### src/rtl/ffba_pkg.sv
// ----------------------------------------------------------------------------
// ffba_pkg
// shared types and constants of the first-fit block allocator
// ----------------------------------------------------------------------------
`default_nettype none
package ffba_pkg;
    localparam logic [1:0] ST_OK      = 2'd0;
    localparam logic [1:0] ST_NOMEM   = 2'd1;
    localparam logic [1:0] ST_BADADDR = 2'd2;

    localparam logic MODE_ALLOC = 1'b0;
    localparam logic MODE_FREE  = 1'b1;

    // datapath operations
    typedef enum logic [3:0] {
        OP_NONE    = 4'd0,
        OP_LOAD    = 4'd1,
        OP_RD_CUR  = 4'd2,
        OP_ALLOC   = 4'd3,
        OP_STEP    = 4'd4,
        OP_FREE    = 4'd5,
        OP_RD_NXT  = 4'd6,
        OP_MERGE_N = 4'd7,
        OP_PRV_RST = 4'd8,
        OP_MERGE_P = 4'd9,
        OP_CLR     = 4'd10,
        OP_SPLIT   = 4'd11
    } op_t;

    typedef struct packed {
        op_t op;
    } cmd_t;

    typedef struct packed {
        logic clr_done;
        logic bad;      // request rejected or zero size
        logic scan_end; // scan ran off the heap
        logic fit;      // current segment fits
        logic split;    // fit leaves a remainder
        logic nxt_ok;   // next segment exists
        logic nxt_mrg;  // next segment is free
        logic prv_hit;  // walk reached segment before header
        logic prv_mrg;  // that segment is free
        logic prv_end;  // walk reached header without hit
        logic hdr_used; // header block starts an allocated segment
    } stat_t;
endpackage
`default_nettype wire

### src/rtl/ffba_ctrl.sv
// ----------------------------------------------------------------------------
// ffba_ctrl
// request sequencer of the first-fit block allocator
// ----------------------------------------------------------------------------
`default_nettype none
module ffba_ctrl (
    input  wire logic        clk,
    input  wire logic        rst_n,
    input  wire logic        in_valid,
    output logic             in_ready,
    input  wire logic        in_mode,
    output logic             out_valid,
    input  wire logic        out_ready,
    input  ffba_pkg::stat_t  stat,
    output ffba_pkg::cmd_t   cmd,
    output logic [1:0]       res_status,
    output logic             res_use_off
);
    typedef enum logic [13:0] {
        S_CLR   = 14'b00000000000001,
        S_IDLE  = 14'b00000000000010,
        S_CHK   = 14'b00000000000100,
        S_ARD   = 14'b00000000001000,
        S_AEV   = 14'b00000000010000,
        S_ASPL  = 14'b00000000100000,
        S_FRD   = 14'b00000001000000,
        S_FEV   = 14'b00000010000000,
        S_NRD   = 14'b00000100000000,
        S_NEV   = 14'b00001000000000,
        S_PRD   = 14'b00010000000000,
        S_PEV   = 14'b00100000000000,
        S_DONE  = 14'b01000000000000,
        S_AWR   = 14'b10000000000000
    } state_t;

    state_t     state_reg, state_next;
    logic       mode_reg, mode_next;
    logic [1:0] st_reg, st_next;
    logic       uo_reg, uo_next;
    logic       split_reg, split_next;

    assign in_ready    = (state_reg == S_IDLE);
    assign out_valid   = (state_reg == S_DONE);
    assign res_status  = st_reg;
    assign res_use_off = uo_reg;

    always_comb
    begin
        state_next = state_reg;
        mode_next  = mode_reg;
        st_next    = st_reg;
        uo_next    = uo_reg;
        split_next = split_reg;
        cmd.op     = ffba_pkg::OP_NONE;
        unique case (state_reg)
            S_CLR:
            begin
                cmd.op = ffba_pkg::OP_CLR;
                if (stat.clr_done)
                    state_next = S_IDLE;
            end
            S_IDLE:
                if (in_valid)
                begin
                    cmd.op     = ffba_pkg::OP_LOAD;
                    mode_next  = in_mode;
                    state_next = S_CHK;
                end
            S_CHK:
            begin
                uo_next = 1'b0;
                if (mode_reg == ffba_pkg::MODE_ALLOC)
                begin
                    st_next    = ffba_pkg::ST_NOMEM;
                    state_next = stat.bad ? S_DONE : S_ARD;
                end
                else
                begin
                    st_next    = ffba_pkg::ST_BADADDR;
                    state_next = stat.bad ? S_DONE : S_FRD;
                end
            end
            S_ARD:
                if (stat.scan_end)
                    state_next = S_DONE;
                else
                    state_next = S_AEV;
            S_AEV:
                if (stat.fit)
                begin
                    cmd.op     = ffba_pkg::OP_RD_CUR;
                    split_next = stat.split;
                    state_next = S_AWR;
                end
                else
                begin
                    cmd.op     = ffba_pkg::OP_STEP;
                    state_next = S_ARD;
                end
            S_AWR:
            begin
                cmd.op     = ffba_pkg::OP_ALLOC;
                st_next    = ffba_pkg::ST_OK;
                uo_next    = 1'b1;
                state_next = split_reg ? S_ASPL : S_DONE;
            end
            S_ASPL:
            begin
                cmd.op     = ffba_pkg::OP_SPLIT;
                state_next = S_DONE;
            end
            S_FRD:
            begin
                cmd.op     = ffba_pkg::OP_PRV_RST;
                state_next = S_FEV;
            end
            S_FEV:
                if (stat.hdr_used)
                begin
                    cmd.op     = ffba_pkg::OP_FREE;
                    st_next    = ffba_pkg::ST_OK;
                    state_next = S_NRD;
                end
                else
                    state_next = S_DONE;
            S_NRD:
            begin
                cmd.op     = ffba_pkg::OP_RD_NXT;
                state_next = S_NEV;
            end
            S_NEV:
            begin
                if (stat.nxt_ok && stat.nxt_mrg)
                    cmd.op = ffba_pkg::OP_MERGE_N;
                state_next = S_PRD;
            end
            S_PRD:
                if (stat.prv_end)
                    state_next = S_DONE;
                else
                    state_next = S_PEV;
            S_PEV:
                if (stat.prv_hit)
                begin
                    if (stat.prv_mrg)
                        cmd.op = ffba_pkg::OP_MERGE_P;
                    state_next = S_DONE;
                end
                else
                begin
                    cmd.op     = ffba_pkg::OP_STEP;
                    state_next = S_PRD;
                end
            S_DONE:
                if (out_ready)
                    state_next = S_IDLE;
            default: state_next = S_IDLE;
        endcase
    end

    always_ff @(posedge clk or negedge rst_n)
    begin
        if (!rst_n)
        begin
            state_reg <= S_CLR;
            mode_reg  <= 1'b0;
            st_reg    <= ffba_pkg::ST_OK;
            uo_reg    <= 1'b0;
            split_reg <= 1'b0;
        end
        else
        begin
            state_reg <= state_next;
            mode_reg  <= mode_next;
            st_reg    <= st_next;
            uo_reg    <= uo_next;
            split_reg <= split_next;
        end
    end
endmodule
`default_nettype wire

### config.mk
export PLATFORM = sky130hd
export DESIGN_NAME = ffba_ctrl
export DESIGN_NICKNAME = d
export VERILOG_FILES = /design/src/rtl/ffba_pkg.sv /design/src/rtl/ffba_ctrl.sv
export SDC_FILE = /design/constraint.sdc
export NUM_CORES = 1
export LEC_CHECK = 0
export BUFFER_PORTS_ARGS = -buffer_cell sky130_fd_sc_hd__buf_4
export CAP_MARGIN = 15
export CORE_MARGIN = 1.5
export CORE_UTILIZATION = 58
export DETAILED_ROUTE_END_ITERATION = 16
export PLACE_DENSITY = 0.9
export REMOVE_ABC_BUFFERS = 1
export SETUP_SLACK_MARGIN = 0.15
export SYNTH_ARGS = -nofsm -noshare
export SYNTH_HDL_FRONTEND = slang
export SYNTH_SLANG_ARGS = --single-unit
### constraint.sdc
create_clock -name clk -period 3.3 [get_ports clk]
set_input_delay 0.99 -clock clk [delete_from_list [all_inputs] [get_ports clk]]
set_output_delay 0.99 -clock clk [all_outputs]
set_load 0.01 [all_outputs]
# Word-level counts from Yosys, hierarchy flattened
# Cells that the tools add are included.
# classes
reduce_logical,7
eq_ne,18
mux,24
# op_table
cell,n
case mux 14 bit (14 select lines),1
2-to-1 mux 13 bit,8
2-to-1 mux 14 bit,4
case mux 4 bit (10 select lines),1
"equality test 14 x 1 -> 1 bit, second input constant",1
"equality test 14 x 10 -> 1 bit, second input constant",1
"equality test 14 x 11 -> 1 bit, second input constant",1
"equality test 14 x 12 -> 1 bit, second input constant",1
"equality test 14 x 13 -> 1 bit, second input constant",1
"equality test 14 bit, second input constant",1
"equality test 14 x 2 -> 1 bit, second input constant",1
"equality test 14 x 3 -> 1 bit, second input constant",1
"equality test 14 x 4 -> 1 bit, second input constant",1
"equality test 14 x 5 -> 1 bit, second input constant",1
"equality test 14 x 6 -> 1 bit, second input constant",1
"equality test 14 x 7 -> 1 bit, second input constant",1
"equality test 14 x 8 -> 1 bit, second input constant",1
"equality test 14 x 9 -> 1 bit, second input constant",1
2-to-1 mux 3 bit,3
2-to-1 mux 4 bit,2
"inequality test 2 bit, second input constant",3
case mux 2 bit (3 select lines),1
AND reduction 2 bit,3
2-to-1 mux 2 bit,2
other kinds (7),7
# word_totals
input_bits,16
wordCells,54
regBits,19

# Logic depth before layout (Yosys ltp)
# Gate-level depths: netlist of run 1.
# logic_depth
ltp_word,3
depth_mapped,6
depth_no_buf,5

# Least setup slack after synthesis of run 1
# OpenSTA, ideal clock, no wires.
# synth_path
path_type,in2out
start,in stat[0] (netlist name)
end,out cmd[0] (netlist name)
cell_stages,5
t_arrival_ps,1810
path_buffers,0
slack_ps,500
cell_sequence,inv_1 or4_1 nor2_1 a311oi_1 o311ai_1
# synth_lines
item,line_no,source
from (decl),ffba_ctrl.sv:14,"input ffba_pkg::stat_t stat,"
to (decl),ffba_ctrl.sv:15,"output ffba_pkg::cmd_t cmd,"

==> metrics.md, run 1 <==
| Metric | Value |
|---|---|
| # setup viols final | `0` |
| Post-synth cell types | `45` |
| TritonRoute pass-1 iters | `4` |
| Pwr dens | `approximately 580 nW/um^2` |
| Max FO, Critical Path | `10` |
| DRC viols | `0` |
| MaxCap Viol Count | `0` |
| Cells after synthesis | `~140` |
| Number of flip-flops in the largest register | `14` |
| Unrepaired setup endpoints after global routing | `false` |
| Share of synthesized registers carrying an async set or reset | `1.000` |
| Full die area | `2429 sq um` |
| Max Buffers Root-to-Sink | `2` |
| Cell breakdown of the critical path | `nor3_4 -> and4_1 -> and2_1 -> a311oi_1 -> o311ai_1 -> buf_4` |
| Routed vias | `roughly 1300` |
| Placer congestion estimate | `0.9129` |
| Utilization after layout | `0.8011` |
| Hold Fails Final Rpt | `0` |
| TNS Setup | `0 ps` |
| Yosys warning total | `0` |
| Max_slew headroom | `0.6829` |
| Die Ht | `around 49 um` |
| Root buf cell | `clkbuf_4` |
| Int Pwr | `538.8 uW` |
| Clock latency on the worst-skew pair | `slightly below 300 ps` |
| Psw | `roughly 400 uW` |
| Clk network pwr share | `0.125` |
| Area grow syn2layout | `27.79%` |
| Final wirelength | `around 3600 um` |
| Pleak | `roughly 0.0007 uW` |
| Seq cells post-synth | `19` |
| Total global routing overflow | `0` |
| Antenna cells | `0` |
| Number of flops mapped to enable cells by yosys | `0` |
| Final period util | `0.9573` |
| Initial antenna violation count | `0` |
| Final worst slack | `140.9 ps` |
| First-pass GRT wire length | `5078 um` |
| CP Launch Type | `flop` |
| Row cnt | `16` |
| CP endpoint kind | `output pin` |
| Max-slew violations | `0` |
| Total Routing Usage GR | `0.2741` |
| Switch share | `0.4198` |
| Worst slack at placement | `roughly 220 ps` |
| WP data required | `~2300 ps` |
| Min-Delay Startpoint | `mode_reg$_DFFE_PN0P_` |
| CP max stage cell | `dfrtp_1` |
| Register area share after synthesis | `0.3837` |
| Layout cells sized above 1 | `0.3571` |
| Most frequent cells in the layout | `buf_4 (33), nor2_1 (13), dfrtp_1 (12)` |
| Mapped Area | `roughly 1200 sq um` |
| Most common cell after layout, fill and taps aside | `buf_4` |
| Vias in the first global route | `between 1000 and 1500` |
| Syn avg cell area | `about 9.0 sq um` |
| Nets@finish | `185` |
| GR peak layer | `met2` |
| Top FF cell, synth | `dfrtp_1` |
| Crit path launch | `state_reg[9]$_DFFE_PN0P_` |
| Largest net degree at the start of global routing | `20` |
| Number of port buffers | `24` |
| Slew @ Worst Pin | `around 460 ps` |
| Vias per Instance | `around 6.5` |
| Worst VDD drop | `between 0.5 and 0.6 mV` |
| Post-route clock skew | `3.485 ps` |
| Met2 Track Usage GR | `0.4730` |
| TritonCTS buffer count | `3` |
| Reg-to-reg startpoint | `state_reg[5]$_DFFE_PN0P_` |
| Number of buffers and inverters on the critical path | `1` |
| Worst path arrival time | `between 2000 and 2500 ps` |
| Detailed router's first-iteration violation count | `slightly above 90` |
| CP max stage delay | `roughly 550 ps` |
| Gate power share | `0.527` |
| Routed Antenna Nets | `0` |
| Top Ports | `25` |
| Power share of the sequential group | `0.347` |
| Crit path max-delay family | `simple AND/OR/NAND/NOR gates` |
| H-tree depth reported by CTS | `1` |
| Fin crit period | `3159 ps` |
| CTS tree | `built` |
| WHS | `520.0 ps` |
| Clock sinks | `19` |
| Initial Util | `0.6269` |
| Routing usage on met3 | `0.05521` |
| Area of the core | `1982 sq um` |
| Fmax | `around 320 MHz` |
| WS Path Type | `reg -> out` |
| DIE WIDTH | `around 49 um` |
| M1 GR Usage | `0.3579` |
| Dpl hpwl | `~2300 um` |
| Class of the worst hold path | `reg -> reg` |
| Status | `finished, final reports clean` |
| WL per Instance | `roughly 18 um` |
| Worst-path clk slew | `~110 ps` |
[what timing repair did]
action	in CTS	in global routing
hold buffers	0	0
buffers inserted	1	9
pin swaps	1	5
gates resized for setup	1	13
endpoints found under the setup margin	4	4
[metal layers]
metal	vias to the layer above	share of wire
li1	573	-
met1	599	0.41
met2	92	0.49
met3	10	0.087
met4	0	0.019
met5	-	0
[Yosys cell counts, types with 3 or more instances]
cell type | count | area share
dfrtp_1 | 18 | 0.36
nor2_1 | 16 | 0.048
nand2_1 | 10 | 0.030
inv_1 | 9 | 0.027
nor3_1 | 7 | 0.028
o21ai_0 | 7 | 0.028
buf_2 | 5 | 0.020
nand2b_1 | 4 | 0.020
nor4b_1 | 4 | 0.028
a21oi_1 | 3 | 0.012
clkbuf_1 | 3 | 0.0091
nand4_1 | 3 | 0.015
nand4_2 | 3 | 0.030
nor4_1 | 3 | 0.015
[logic make-up after synthesis]
family / share of synthesized area
flops: 0.3837
buf+inv: 0.05639
xor+xnor: 0.02820
compound gates: 0.1249
mux: 0.03424
simple gates: 0.3726
[final cells by class]
type	count	area (sq um)
fill	131	394.1
inverter	9	33.78
tap	27	33.78
multi-input combinational	102	740.7
timing repair buffer	34	267.8
clock inverter	1	5.005
sequential	19	484.2
clock buffer	3	22.52
[metrics by stage]
stage / power (uW) / instance area (sq um) / cells
3_5_place_dp: 708.7 / 1420 / 181
4_1_cts: 830.9 / 1461 / 186
3_3_place_gp: 688.2 / 1420 / 181
5_1_grt: 975.5 / 1588 / 195
6_report: 928.6 / 1588 / 195
2_1_floorplan: 574.7 / 1206 / 130
[power by group through the flow]
stage / logic (uW) / registers [uW] / clock network [uW]
finish: 490 / 322 / 116
global route: 519 / 328 / 128
CTS: 392 / 318 / 121
detailed placement: 387 / 321 / 0
global placement: 369 / 319 / 0
floorplan: 257 / 318 / 0
[path summary, 6_finish.rpt]
| path | to | slack, ps | cells past startpoint |
|---|---|---|---|
| setup reg to reg | state_reg[1]$_DFFE_PN0P_ | 1210 | 6 |
| max in group asynchronous | state_reg[0]$_DFFE_PN1P_ | 2490 | 1 |
| min in group asynchronous | state_reg[8]$_DFFE_PN0P_ | 550 | 1 |
| hold reg to reg | res_status[0]$_DFFE_PN0P_ | 520 | 1 |
| hold / removal | res_status[0]$_DFFE_PN0P_ | 520 | 1 |
| setup / recovery | cmd[0] | 140 | 6 |
Note: power is estimated with default switching activity, not from simulation.
==> run 2: changes to the inputs <==
--- a/config.mk
+++ b/config.mk
@@ -10,8 +10,7 @@
 export CORE_MARGIN = 1.5
 export CORE_UTILIZATION = 58
 export DETAILED_ROUTE_END_ITERATION = 16
-export PLACE_DENSITY = 0.9
-export REMOVE_ABC_BUFFERS = 1
+export PLACE_DENSITY = 0.84
 export SETUP_SLACK_MARGIN = 0.15
 export SYNTH_ARGS = -nofsm -noshare
 export SYNTH_HDL_FRONTEND = slang
==> run 2 against run 1 <==
Via count shrank 2.6%. Non-clock buffer count is the same. Utilization is 1.5 points lower. Clock skew increased by 1.7 ps. Global-route usage is 0.14 points lower. Combinational power shrank 11%. Die area did not move. First-iteration DRC count fell by 34%. Sequential share of layout area rose by 0.40 points.
==> metrics.md, run 2 (synthesis gave the netlist of run 1 again) <==
| Metric | Value |
|---|---|
| Crit path launch | `stat[0]` |
| Root buf cell | `clkbuf_4` |
| CTS tree | `built` |
| WS Path Type | `in -> out` |
| Post-route clock skew | `roughly 5.2 ps` |
| Worst path arrival time | `between 2000 and 2500 ps` |
| Max Buffers Root-to-Sink | `2` |
| Highest routed layer | `met4` |
| Total Routing Usage GR | `0.2727` |
| Placer congestion estimate | `approximately 0.89` |
| Max FO, Critical Path | `3` |
| Hold Crit Endpoint | `res_use_off$_DFFE_PN0P_` |
| Total global routing overflow | `0` |
| Power share of the sequential group | `0.365` |
| Final wirelength | `between 3000 and 4000 um` |
| Pleak | `around 0.0007 uW` |
| Final worst slack | `211.0 ps` |
| Vias in the first global route | `around 1100` |
| Detailed router's first-iteration violation count | `60` |
| Area of the core | `1982 sq um` |
| Unrepaired setup endpoints after global routing | `false` |
| Number of flip-flops in the largest register | `14` |
| Top Ports | `25` |
| Routed vias | `1241` |
| Clk network pwr share | `0.141` |
| Switch share | `0.4172` |
| Number of port buffers | `24` |
| CTS hold repair buffers | `0` |
| Reg-to-reg startpoint | `state_reg[5]$_DFFE_PN0P_` |
| Full die area | `between 2000 and 2500 sq um` |
| WL met2 | `1559 um` |
| Antenna cells | `0` |
| TritonCTS buffer count | `3` |
| Worst VDD drop | `0.4939 mV` |
| Nets@finish | `185` |
| Pwr dens | `568.3 nW/um^2` |
| Multi-input logic area | `approximately 730 sq um` |
| # setup viols final | `0` |
| Int Pwr | `between 500 and 600 uW` |
| Die Ht | `~49 um` |
| Met1 Routed Length | `between 1000 and 1500 um` |
| MaxCap Viol Count | `0` |
| H-tree depth reported by CTS | `1` |
| Filler instances | `124` |
| Initial antenna violation count | `0` |
| Psw | `~370 uW` |
| Final period util | `0.9361` |
| Hold Fails Final Rpt | `0` |
| Initial Util | `0.6269` |
| Hold Crit Depth | `2` |
| DIE WIDTH | `~49 um` |
| Max-slew violations | `0` |
| Clock latency on the worst-skew pair | `between 300 and 400 ps` |
| Internal reg-to-reg setup slack | `~1200 ps` |
| Most common cell after layout, fill and taps aside | `buf_4` |
| Register Area | `slightly below 500 sq um` |
| Dpl hpwl | `2206 um` |
| Syn nets | `roughly 150` |
| WP data required | `~2300 ps` |
| Area grow syn2layout | `25.48%` |
| Clock sinks | `19` |
| Utilization after layout | `0.7866` |
| Fmax | `~320 MHz` |
| Min-Delay Startpoint | `res_use_off$_DFFE_PN0P_` |
| Class of the worst hold path | `reg -> reg` |
| Max_slew headroom | `0.7233` |
| Reg2reg path depth | `7` |
| Metal3 WL | `~330 um` |
| Fin crit period | `3089 ps` |
| TritonRoute pass-1 iters | `4` |
| WHS | `509.5 ps` |
| Vias per Instance | `around 6.4` |
| Routed Antenna Nets | `0` |
| Layout cells sized above 1 | `0.3512` |
| Row cnt | `16` |
| Most frequent cells in the layout | `buf_4 (34), dfrtp_1 (14), nor2_1 (13)` |
| CP endpoint kind | `output pin` |
| Largest net degree at the start of global routing | `20` |
| DRC viols | `0` |
| Worst slack at placement | `between 200 and 250 ps` |
| WL per Instance | `between 15 and 20 um` |
| Worst R2R End | `state_reg[1]$_DFFE_PN0P_` |
| First-pass GRT wire length | `approximately 4900 um` |
| Gate power share | `0.494` |
| TNS Setup | `0 ps` |
| Worst-path clk slew | `roughly 110 ps` |
| Slew @ Worst Pin | `roughly 420 ps` |
| CP Launch Type | `input port` |
| Status | `finished, final reports clean` |
==> run 2: cell count changes in the layout (fill, tap and decap cells not counted), sizes merged <==
| cell | delta |
|---|---|
| clkbuf | +1 |
| clkinv | -1 |
==> run 2: how the worst max path moves through the flow <==
stage / endpoint
3_3_place_gp: cmd[0]
6_report: cmd[0]
2_1_floorplan: cmd[0]
4_1_cts: cmd[0]
3_5_place_dp: cmd[0]
5_1_grt: cmd[0]
==> run 2: timing repair <==
action | 4_1_cts | 5_1_grt
pin swaps | 0 | 3
setup buffers | 0 | 9
resized for setup | 5 | 8
setup endpoints to repair | 3 | 4
==> run 2: power by group through the flow <==
stage | registers [uW] | clock network, uW | logic (uW)
after global routing | 331 | 133 | 474
after detailed placement | 322 | 0 | 387
after floorplan | 312 | 0 | 265
after CTS | 319 | 127 | 394
after global placement | 319 | 0 | 375
final | 323 | 125 | 438
==> run 2: stage by stage <==
stage	instance area (sq um)	total power, uW	instances
floorplan	1242	576.8	138
global placement	1428	694.3	182
detailed placement	1428	708.9	182
CTS	1470	840.1	186
global route	1559	938.9	195
finish	1559	886.0	195
==> run 2: layout make-up <==
type,instances,share of cell area
sequential,19,0.3090
clock buffer,4,0.01685
tap,27,0.02167
timing repair buffer,34,0.1637
inverter,9,0.02167
multi-input combinational,102,0.4671
==> run 2: per-layer routing <==
metal | vias up | global-route usage
li1 | 573 | -
met1 | 572 | 0.3360
met2 | 82 | 0.4572
met3 | 14 | 0.06135
met4 | 0 | 0.1143
met5 | - | 0
==> run 2: critical path: stages <==
cell,delay (ps)
buf_4,90
inv_1,40
or4_1,460
nor2_1,170
a311oi_1,80
o311ai_1,100
buf_4,170
